**config.mk**
```make
export PLATFORM = sky130hd
export DESIGN_NAME = usb_ep0_standard_request_handler
export DESIGN_NICKNAME = d
export VERILOG_FILES = /design/src/design/ep0_req_pkg.sv /design/src/design/usb_ep0_standard_request_handler.sv /design/src/design/ep0_req_fifo.sv /design/src/design/ep0_req_front.sv /design/src/design/ep0_req_back.sv
export SDC_FILE = /design/constraint.sdc
export NUM_CORES = 1
export LEC_CHECK = 0
export CORE_AREA = 2 2 227 140
export DETAILED_ROUTE_END_ITERATION = 16
export DIE_AREA = 0 0 229 142
export DONT_BUFFER_PORTS = 1
export PLACE_DENSITY = 0.63
export SYNTH_ARGS = -nofsm -noshare
export SYNTH_HDL_FRONTEND = slang
export SYNTH_HIERARCHICAL = 1
export SYNTH_SLANG_ARGS = --single-unit
```
**constraint.sdc**
```tcl
create_clock -name clk -period 6 [get_ports clk]
set_input_delay 1.2 -clock clk [delete_from_list [all_inputs] [get_ports clk]]
set_output_delay 1.2 -clock clk [all_outputs]
set_load 0.005 [all_outputs]
```
**src/design/ep0_req_pkg.sv**
```systemverilog
`default_nettype none

package ep0_req_pkg;

  localparam int NUM_ENDPOINTS_DEFAULT = 16;
  localparam int QUEUE_DEPTH = 2;
  localparam logic [7:0] NUM_CONFIGURATIONS_RESET = 8'd1;

  localparam logic [2:0] DS_INIT       = 3'd0;
  localparam logic [2:0] DS_CREATED    = 3'd1;
  localparam logic [2:0] DS_ATTACHED   = 3'd2;
  localparam logic [2:0] DS_POWERED    = 3'd3;
  localparam logic [2:0] DS_DEFAULT    = 3'd4;
  localparam logic [2:0] DS_ADDRESSED  = 3'd5;
  localparam logic [2:0] DS_CONFIGURED = 3'd6;
  localparam logic [2:0] DS_UNKNOWN    = 3'd7;

  localparam logic [7:0] RQ_GET_STATUS        = 8'd0;
  localparam logic [7:0] RQ_CLEAR_FEATURE     = 8'd1;
  localparam logic [7:0] RQ_SET_FEATURE       = 8'd3;
  localparam logic [7:0] RQ_SET_ADDRESS       = 8'd5;
  localparam logic [7:0] RQ_GET_DESCRIPTOR    = 8'd6;
  localparam logic [7:0] RQ_SET_DESCRIPTOR    = 8'd7;
  localparam logic [7:0] RQ_GET_CONFIGURATION = 8'd8;
  localparam logic [7:0] RQ_SET_CONFIGURATION = 8'd9;
  localparam logic [7:0] RQ_GET_INTERFACE     = 8'd10;
  localparam logic [7:0] RQ_SET_INTERFACE     = 8'd11;
  localparam logic [7:0] RQ_SYNCH_FRAME       = 8'd12;

  localparam logic [1:0] TYPE_STANDARD = 2'd0;

  localparam logic [4:0] RCP_DEVICE   = 5'd0;
  localparam logic [4:0] RCP_ENDPOINT = 5'd2;
  localparam logic [4:0] RCP_OTHER    = 5'd3;

  localparam logic [7:0] DT_DEVICE        = 8'd1;
  localparam logic [7:0] DT_CONFIGURATION = 8'd2;
  localparam logic [7:0] DT_STRING        = 8'd3;

  localparam logic [1:0] EV_NONE       = 2'd0;
  localparam logic [1:0] EV_ADDRESS    = 2'd1;
  localparam logic [1:0] EV_CONFIGURED = 2'd2;
  localparam logic [1:0] EV_INTERFACE  = 2'd3;

  typedef enum logic [2:0] {
    OUT_ACK      = 3'd0,
    OUT_DATA     = 3'd1,
    OUT_STALL    = 3'd2,
    OUT_DESC     = 3'd3,
    OUT_IGNORED  = 3'd4
  } outcome_t;

  typedef enum logic [3:0] {
    OP_IGNORE,
    OP_STALL,
    OP_DATA_FIXED,
    OP_STATUS_EP,
    OP_DESC,
    OP_GET_CONFIG,
    OP_GET_ALT,
    OP_HALT_SET,
    OP_HALT_CLR,
    OP_SET_ADDR,
    OP_SET_CONFIG,
    OP_SET_IFACE
  } op_t;

  typedef struct packed {
    logic [2:0]  usb_state;
    logic [7:0]  request_type_byte;
    logic [7:0]  request_code;
    logic [15:0] value_word;
    logic [15:0] index_word;
    logic [15:0] length_word;
  } req_t;

  typedef struct packed {
    outcome_t    outcome;
    logic [1:0]  data_length;
    logic [7:0]  data_byte0;
    logic [7:0]  data_byte1;
    logic [1:0]  event_code;
    logic        send_ack;
    logic [7:0]  descriptor_kind;
    logic [7:0]  descriptor_number;
    logic [15:0] descriptor_max_length;
    logic [6:0]  current_address;
  } rsp_t;

  typedef struct packed {
    op_t         op;
    logic [6:0]  ep;
    logic [1:0]  data_length;
    logic        byte0_bit;
    logic [15:0] value_word;
    logic [15:0] length_word;
  } cmd_t;

endpackage

`default_nettype wire

```
**src/design/usb_ep0_standard_request_handler.sv**
```systemverilog
// Standard request decoder for the USB control endpoint zero.
// A SETUP request enters through push/full with the current device state and
// leaves as one result on the empty/pop side. The front stage classifies the
// request against the number of configurations and writes a command
// into a two-entry queue. The back stage executes commands in order against
// the address, configuration, alternate setting and endpoint halt state, and
// writes each result into a two-entry output queue.
// A pushed request waits in the command queue; the back stage writes its
// result into the output queue while that queue has room. One request is
// accepted per cycle while full is low; one result per cycle while pop is high.
// When pop is held low, the output queue fills, the back stage stops, the
// command queue fills and full rises; nothing is lost.
// The always-ready configuration channel writes the number of configurations.
// The user must write it only while no request is in flight (not enforced).
// Reset empties both queues, clears the address, configuration, alternate
// setting and all halt bits, and sets the number of configurations to one.
`default_nettype none

module usb_ep0_standard_request_handler
  import ep0_req_pkg::*;
#(
  parameter int NUM_ENDPOINTS = NUM_ENDPOINTS_DEFAULT
) (
  input  wire logic       clk,
  input  wire logic       rst,
  input  wire logic       push,
  output logic            full,
  input  wire req_t       req,
  input  wire logic       cfg_valid,
  output logic            cfg_ready,
  input  wire logic [7:0] cfg_data,
  output logic            empty,
  input  wire logic       pop,
  output rsp_t            rsp
);

  cmd_t front_cmd;
  cmd_t back_cmd;
  rsp_t back_rsp;
  logic cmd_empty;
  logic out_full;
  logic back_fire;

  assign cfg_ready = 1'b1;
  assign back_fire = !cmd_empty && !out_full;

  ep0_req_front #(
    .NUM_ENDPOINTS(NUM_ENDPOINTS)
  ) u_front (
    .clk      (clk),
    .rst      (rst),
    .cfg_valid(cfg_valid),
    .cfg_data (cfg_data),
    .req      (req),
    .cmd      (front_cmd)
  );

  ep0_req_fifo #(
    .T(cmd_t)
  ) u_cmd_queue (
    .clk  (clk),
    .rst  (rst),
    .push (push),
    .full (full),
    .wdata(front_cmd),
    .pop  (back_fire),
    .empty(cmd_empty),
    .rdata(back_cmd)
  );

  ep0_req_back #(
    .NUM_ENDPOINTS(NUM_ENDPOINTS)
  ) u_back (
    .clk (clk),
    .rst (rst),
    .fire(back_fire),
    .cmd (back_cmd),
    .rsp (back_rsp)
  );

  ep0_req_fifo #(
    .T(rsp_t)
  ) u_out_queue (
    .clk  (clk),
    .rst  (rst),
    .push (back_fire),
    .full (out_full),
    .wdata(back_rsp),
    .pop  (pop),
    .empty(empty),
    .rdata(rsp)
  );

endmodule

`default_nettype wire

```
**src/design/ep0_req_fifo.sv**
```systemverilog
`default_nettype none

module ep0_req_fifo
  import ep0_req_pkg::*;
#(
  parameter type T = logic
) (
  input  wire logic clk,
  input  wire logic rst,
  input  wire logic push,
  output logic      full,
  input  wire T     wdata,
  input  wire logic pop,
  output logic      empty,
  output T          rdata
);

  localparam int PTR_W = (QUEUE_DEPTH > 1) ? $clog2(QUEUE_DEPTH) : 1;
  localparam int CNT_W = $clog2(QUEUE_DEPTH + 1);

  T mem [QUEUE_DEPTH];
  logic [PTR_W-1:0] wptr;
  logic [PTR_W-1:0] rptr;
  logic [CNT_W-1:0] count;
  logic do_push;
  logic do_pop;

  assign full    = (count == CNT_W'(QUEUE_DEPTH));
  assign empty   = (count == '0);
  assign do_push = push && !full;
  assign do_pop  = pop && !empty;
  assign rdata   = mem[rptr];

  always_ff @(posedge clk) begin
    if (do_push) begin
      mem[wptr] <= wdata;
    end
  end

  always_ff @(posedge clk) begin
    if (rst) begin
      wptr  <= '0;
      rptr  <= '0;
      count <= '0;
    end else begin
      if (do_push) begin
        wptr <= (wptr == PTR_W'(QUEUE_DEPTH - 1)) ? '0 : wptr + PTR_W'(1);
      end
      if (do_pop) begin
        rptr <= (rptr == PTR_W'(QUEUE_DEPTH - 1)) ? '0 : rptr + PTR_W'(1);
      end
      if (do_push && !do_pop) begin
        count <= count + CNT_W'(1);
      end else if (do_pop && !do_push) begin
        count <= count - CNT_W'(1);
      end
    end
  end

endmodule

`default_nettype wire

```
**src/design/ep0_req_front.sv**
```systemverilog
`default_nettype none

module ep0_req_front
  import ep0_req_pkg::*;
#(
  parameter int NUM_ENDPOINTS = NUM_ENDPOINTS_DEFAULT
) (
  input  wire logic       clk,
  input  wire logic       rst,
  input  wire logic       cfg_valid,
  input  wire logic [7:0] cfg_data,
  input  wire req_t       req,
  output cmd_t            cmd
);

  logic [7:0] num_configurations;
  logic [4:0] recip;
  logic [6:0] ep;
  logic       ep_ok;
  logic [7:0] kind;
  logic [7:0] num;
  logic       early_stall;

  always_ff @(posedge clk) begin
    if (rst) begin
      num_configurations <= NUM_CONFIGURATIONS_RESET;
    end else if (cfg_valid) begin
      num_configurations <= cfg_data;
    end
  end

  assign recip = req.request_type_byte[4:0];
  assign ep    = req.index_word[6:0];
  assign ep_ok = ({1'b0, ep} < 8'(NUM_ENDPOINTS));
  assign kind  = req.value_word[15:8];
  assign num   = req.value_word[7:0];

  assign early_stall =
      (req.usb_state == DS_INIT || req.usb_state == DS_DEFAULT) &&
      (req.request_code == RQ_GET_STATUS || req.request_code == RQ_CLEAR_FEATURE ||
       req.request_code == RQ_SET_FEATURE || req.request_code == RQ_SET_DESCRIPTOR ||
       req.request_code == RQ_GET_INTERFACE || req.request_code == RQ_SET_INTERFACE ||
       req.request_code == RQ_SYNCH_FRAME);

  always_comb begin
    cmd             = '0;
    cmd.op          = OP_STALL;
    cmd.ep          = ep;
    cmd.value_word  = req.value_word;
    cmd.length_word = req.length_word;
    if (req.request_type_byte[6:5] != TYPE_STANDARD) begin
      cmd.op = OP_IGNORE;
    end else if (req.usb_state inside {DS_CREATED, DS_ATTACHED, DS_POWERED,
                                       DS_UNKNOWN}) begin
      cmd.op = OP_STALL;
    end else if (early_stall) begin
      cmd.op = OP_STALL;
    end else if (req.request_type_byte[7]) begin
      case (req.request_code)
        RQ_GET_STATUS: begin
          if (recip == RCP_DEVICE) begin
            cmd.op          = OP_DATA_FIXED;
            cmd.data_length = 2'd2;
            cmd.byte0_bit   = 1'b1;
          end else if (recip == RCP_ENDPOINT) begin
            cmd.op = ep_ok ? OP_STATUS_EP : OP_STALL;
          end else if (recip == RCP_OTHER) begin
            cmd.op          = OP_DATA_FIXED;
            cmd.data_length = 2'd0;
          end else begin
            cmd.op          = OP_DATA_FIXED;
            cmd.data_length = 2'd2;
          end
        end
        RQ_GET_DESCRIPTOR: begin
          if (kind == DT_DEVICE || kind == DT_STRING) begin
            cmd.op = OP_DESC;
          end else if (kind == DT_CONFIGURATION && num < num_configurations) begin
            cmd.op = OP_DESC;
          end else begin
            cmd.op = OP_STALL;
          end
        end
        RQ_GET_CONFIGURATION: cmd.op = OP_GET_CONFIG;
        RQ_GET_INTERFACE:     cmd.op = OP_GET_ALT;
        default:              cmd.op = OP_STALL;
      endcase
    end else begin
      case (req.request_code)
        RQ_CLEAR_FEATURE, RQ_SET_FEATURE: begin
          if (recip == RCP_ENDPOINT && req.value_word == 16'd0 && ep_ok) begin
            cmd.op = (req.request_code == RQ_SET_FEATURE) ? OP_HALT_SET : OP_HALT_CLR;
          end else begin
            cmd.op = OP_STALL;
          end
        end
        RQ_SET_ADDRESS: begin
          cmd.op = (req.usb_state == DS_DEFAULT) ? OP_SET_ADDR : OP_STALL;
        end
        RQ_SET_CONFIGURATION: cmd.op = OP_SET_CONFIG;
        RQ_SET_INTERFACE:     cmd.op = OP_SET_IFACE;
        default:              cmd.op = OP_STALL;
      endcase
    end
  end

endmodule

`default_nettype wire

```
**src/design/ep0_req_back.sv**
```systemverilog
`default_nettype none

module ep0_req_back
  import ep0_req_pkg::*;
#(
  parameter int NUM_ENDPOINTS = NUM_ENDPOINTS_DEFAULT
) (
  input  wire logic clk,
  input  wire logic rst,
  input  wire logic fire,
  input  wire cmd_t cmd,
  output rsp_t      rsp
);

  localparam int EP_W = (NUM_ENDPOINTS > 1) ? $clog2(NUM_ENDPOINTS) : 1;

  logic [6:0]               device_address;
  logic [7:0]               active_configuration;
  logic [7:0]               active_alternate;
  logic [NUM_ENDPOINTS-1:0] endpoint_halted;
  logic [EP_W-1:0]          ep_idx;
  logic [6:0]               cfg_sel;

  assign ep_idx  = cmd.ep[EP_W-1:0];
  assign cfg_sel = cmd.value_word[6:0];

  always_comb begin
    rsp                 = '0;
    rsp.outcome         = OUT_ACK;
    rsp.current_address = device_address;
    case (cmd.op)
      OP_IGNORE: rsp.outcome = OUT_IGNORED;
      OP_STALL:  rsp.outcome = OUT_STALL;
      OP_DATA_FIXED: begin
        rsp.outcome     = OUT_DATA;
        rsp.data_length = cmd.data_length;
        rsp.data_byte0  = {7'd0, cmd.byte0_bit};
      end
      OP_STATUS_EP: begin
        rsp.outcome     = OUT_DATA;
        rsp.data_length = 2'd2;
        rsp.data_byte0  = {7'd0, endpoint_halted[ep_idx]};
      end
      OP_DESC: begin
        rsp.outcome               = OUT_DESC;
        rsp.descriptor_kind       = cmd.value_word[15:8];
        rsp.descriptor_number     = cmd.value_word[7:0];
        rsp.descriptor_max_length = cmd.length_word;
      end
      OP_GET_CONFIG: begin
        rsp.outcome     = OUT_DATA;
        rsp.data_length = 2'd1;
        rsp.data_byte0  = active_configuration;
      end
      OP_GET_ALT: begin
        rsp.outcome     = OUT_DATA;
        rsp.data_length = 2'd1;
        rsp.data_byte0  = active_alternate;
      end
      OP_HALT_SET, OP_HALT_CLR: rsp.outcome = OUT_ACK;
      OP_SET_ADDR: begin
        rsp.event_code      = EV_ADDRESS;
        rsp.current_address = cmd.value_word[6:0];
      end
      OP_SET_CONFIG: begin
        rsp.event_code = EV_CONFIGURED;
        rsp.send_ack   = 1'b1;
      end
      OP_SET_IFACE: begin
        rsp.event_code = EV_INTERFACE;
        rsp.send_ack   = 1'b1;
      end
      default: rsp.outcome = OUT_STALL;
    endcase
  end

  always_ff @(posedge clk) begin
    if (rst) begin
      device_address       <= '0;
      active_configuration <= '0;
      active_alternate     <= '0;
      endpoint_halted      <= '0;
    end else if (fire) begin
      case (cmd.op)
        OP_HALT_SET: endpoint_halted[ep_idx] <= 1'b1;
        OP_HALT_CLR: endpoint_halted[ep_idx] <= 1'b0;
        OP_SET_ADDR: device_address <= cmd.value_word[6:0];
        OP_SET_CONFIG: begin
          active_configuration <= (cfg_sel == 7'd0) ? 8'd0 : {1'b0, cfg_sel - 7'd1};
          active_alternate     <= '0;
        end
        OP_SET_IFACE: active_alternate <= cmd.value_word[7:0];
        default: ;
      endcase
    end
  end

endmodule

`default_nettype wire
```
==> impl_metrics.toml <==
[status]
status = "finished clean"

[layout]
antenna_cells = 0
utilization_pct = 41.6
layout-drive-gt1-share_pct = 23.7
area_growth_pct = 7.84
finalNonFillerCells = 1233
final_nets = 888
final_cell_area_um2 = 12700

[worst_setup_path]
worst-r2r-cell-count = 6
endpoint_kind = "flop"
crit_type = "reg -> reg"
crit_slowest_cell = "nor2b_1"
r2r_setup_slack_ns = 2.71
path_cells = "buf_4 -> mux2_2 -> nor2b_1 -> nand3_1 -> a311o_1 -> o21ai_0"
worstPathRequired_ns = 6.46
max_stage_delay_ns = 0.63
crit_fanout = 25
cp.arrival_ns = 3.76
cp-start-kind = "flop"
timing.rr.end = "u_back/active_configuration[1]"

[placed_design]
placement.cell_area_um2 = 11800
dpl.cell_count = 1185
hpwl_um = 14600
dp_slack_ns = 2.66
gp_congestion = 0.845
io_buffers = 0

[timing]
fin_setup_tns_ns = 0
clock_skew_ns = 0.0245
fmaxAchievable_ghz = 0.304
slew_headroom_pct = 26.8
period_share_pct = 54.9
timing.final.crit_period_ns = 3.29
holdWs_ns = 0.448
hold_violations = 0
worst_slack_ns = 2.71
worst_pin_slew_ns = 1.10
rsz0062_at_grt = "false"
drv_slew = 0
setup_viol = 0

[clocking]
cts_setup_buffers = 0
clk_pin_slew_ns = 0.06
clock-sinks = 268
insertion_delay_ns = 0.55
cts_tree = "done"
cts_made_buffers = 26
clock-root-buffer = "clkbuf_16"
h-tree-depth = 1
clk_path_buf_depth = 3
hold_buffers = 0
post_cts_resized = 0

[floorplanning]
core_area_um2 = 30500
pin_count = 146
die_w_um = 229
initial_core_util_pct = 38.6
die_h_um = 142
fp.dieArea_um2 = 32500
row_count = 50

[drt]
vias_per_cell = 5.07
antenna_left = 0
wire_per_inst_um = 18.5
drtPass1Iterations = 5
drt-total-wl_um = 22800
num_vias = 6249
drt_first_iter_violations = 460
drcViolationCount = 0

[global_route]
overflow = 0
grtUsageTotal_pct = 14.1
grt_pass1_wl_um = 35300
grt_pass1_vias = 6075
grt_antenna_before_repair = 0
grt_start_max_net_pins = 64

[pwr]
p_leak_nw = 4.22
finalPower_mw = 5.74
power_density_nw_per_um2 = 451
peakVddDrop_v = 0.000262

[synth]
syn_avg_cell_area_um2 = 13.9
syn_area_um2 = 11800
synth_warnings = 6
syn_inst = 847

[hold_path]
hold_class = "reg -> reg"
min_to = "u_back/device_address[0]"
hold_path_depth = 2
worstHoldStart = "u_back/device_address[0]"

[job]
drv_cap = 0
worst max-delay path, delay by kind of cell (launching register included):
kind / cells / cell delay (ns)
AOI/OAI and AO/OA: 2 / 0.64
and+or+nand+nor: 2 / 0.90
buffers and inverters: 1 / 0.44
DFF: 1 / 0.62
muxes: 1 / 0.58
area by class of cell:
type / instances / area (µm²)
clock buffer: 30 / 686
clock inverter: 18 / 209
fill: 2841 / 17800
inverter: 19 / 71.3
multi-input combinational: 475 / 3680
sequential: 268 / 7490
tap: 416 / 520
timing repair buffer: 7 / 52.6
where the power goes:
group          total [mW]  switching, mW  leakage [nW]  internal, mW
combinational        1.38          0.834          1.32         0.549
sequential           2.67          0.171          2.45          2.50
clock                1.69          0.692         0.443         0.995
placed cells by master (no fill, tap or decap), types with 16 or more instances in the layout:
cell / instances
mux2_2: 114
a21oi_1: 27
nand3_1: 18
nor2_1: 49
and2_1: 32
inv_1: 16
dfxtp_1: 54
nand2_1: 41
clkbuf_16: 26
edfxtp_1: 212
o21ai_0: 20
sequential cells by signal (all words and copies together) (netlist names), 2 cells and up, named ones only:
register                     cells
u_cmd_queue/count                2
u_back/device_address            7
u_cmd_queue/mem                 86
u_out_queue/mem                126
u_back/active_alternate          8
u_front/num_configurations       8
u_back/active_configuration      7
u_out_queue/count                2
per-layer routing:
layer,share of wire (%),up-vias,global-route usage [%]
li1,-,2998,-
met1,50,3041,20.7
met2,42,182,20.6
met3,7.2,28,4.15
met4,1.6,0,2.84
met5,0,-,0
how the worst max path moves through the flow:
stage	slack, ns	cells after the start	to	startpoint
2_1_floorplan	3.15	3	u_cmd_queue/mem[0][0]	push
6_report	2.71	6	u_back/active_configuration[1]	flop
5_1_grt	2.37	6	u_back/active_configuration[6]	flop
3_3_place_gp	2.75	6	u_back/active_configuration[4]	flop
3_5_place_dp	2.66	6	u_back/active_configuration[1]	flop
4_1_cts	2.70	6	u_back/active_configuration[1]	flop
Power figures use the tool's default switching activity.
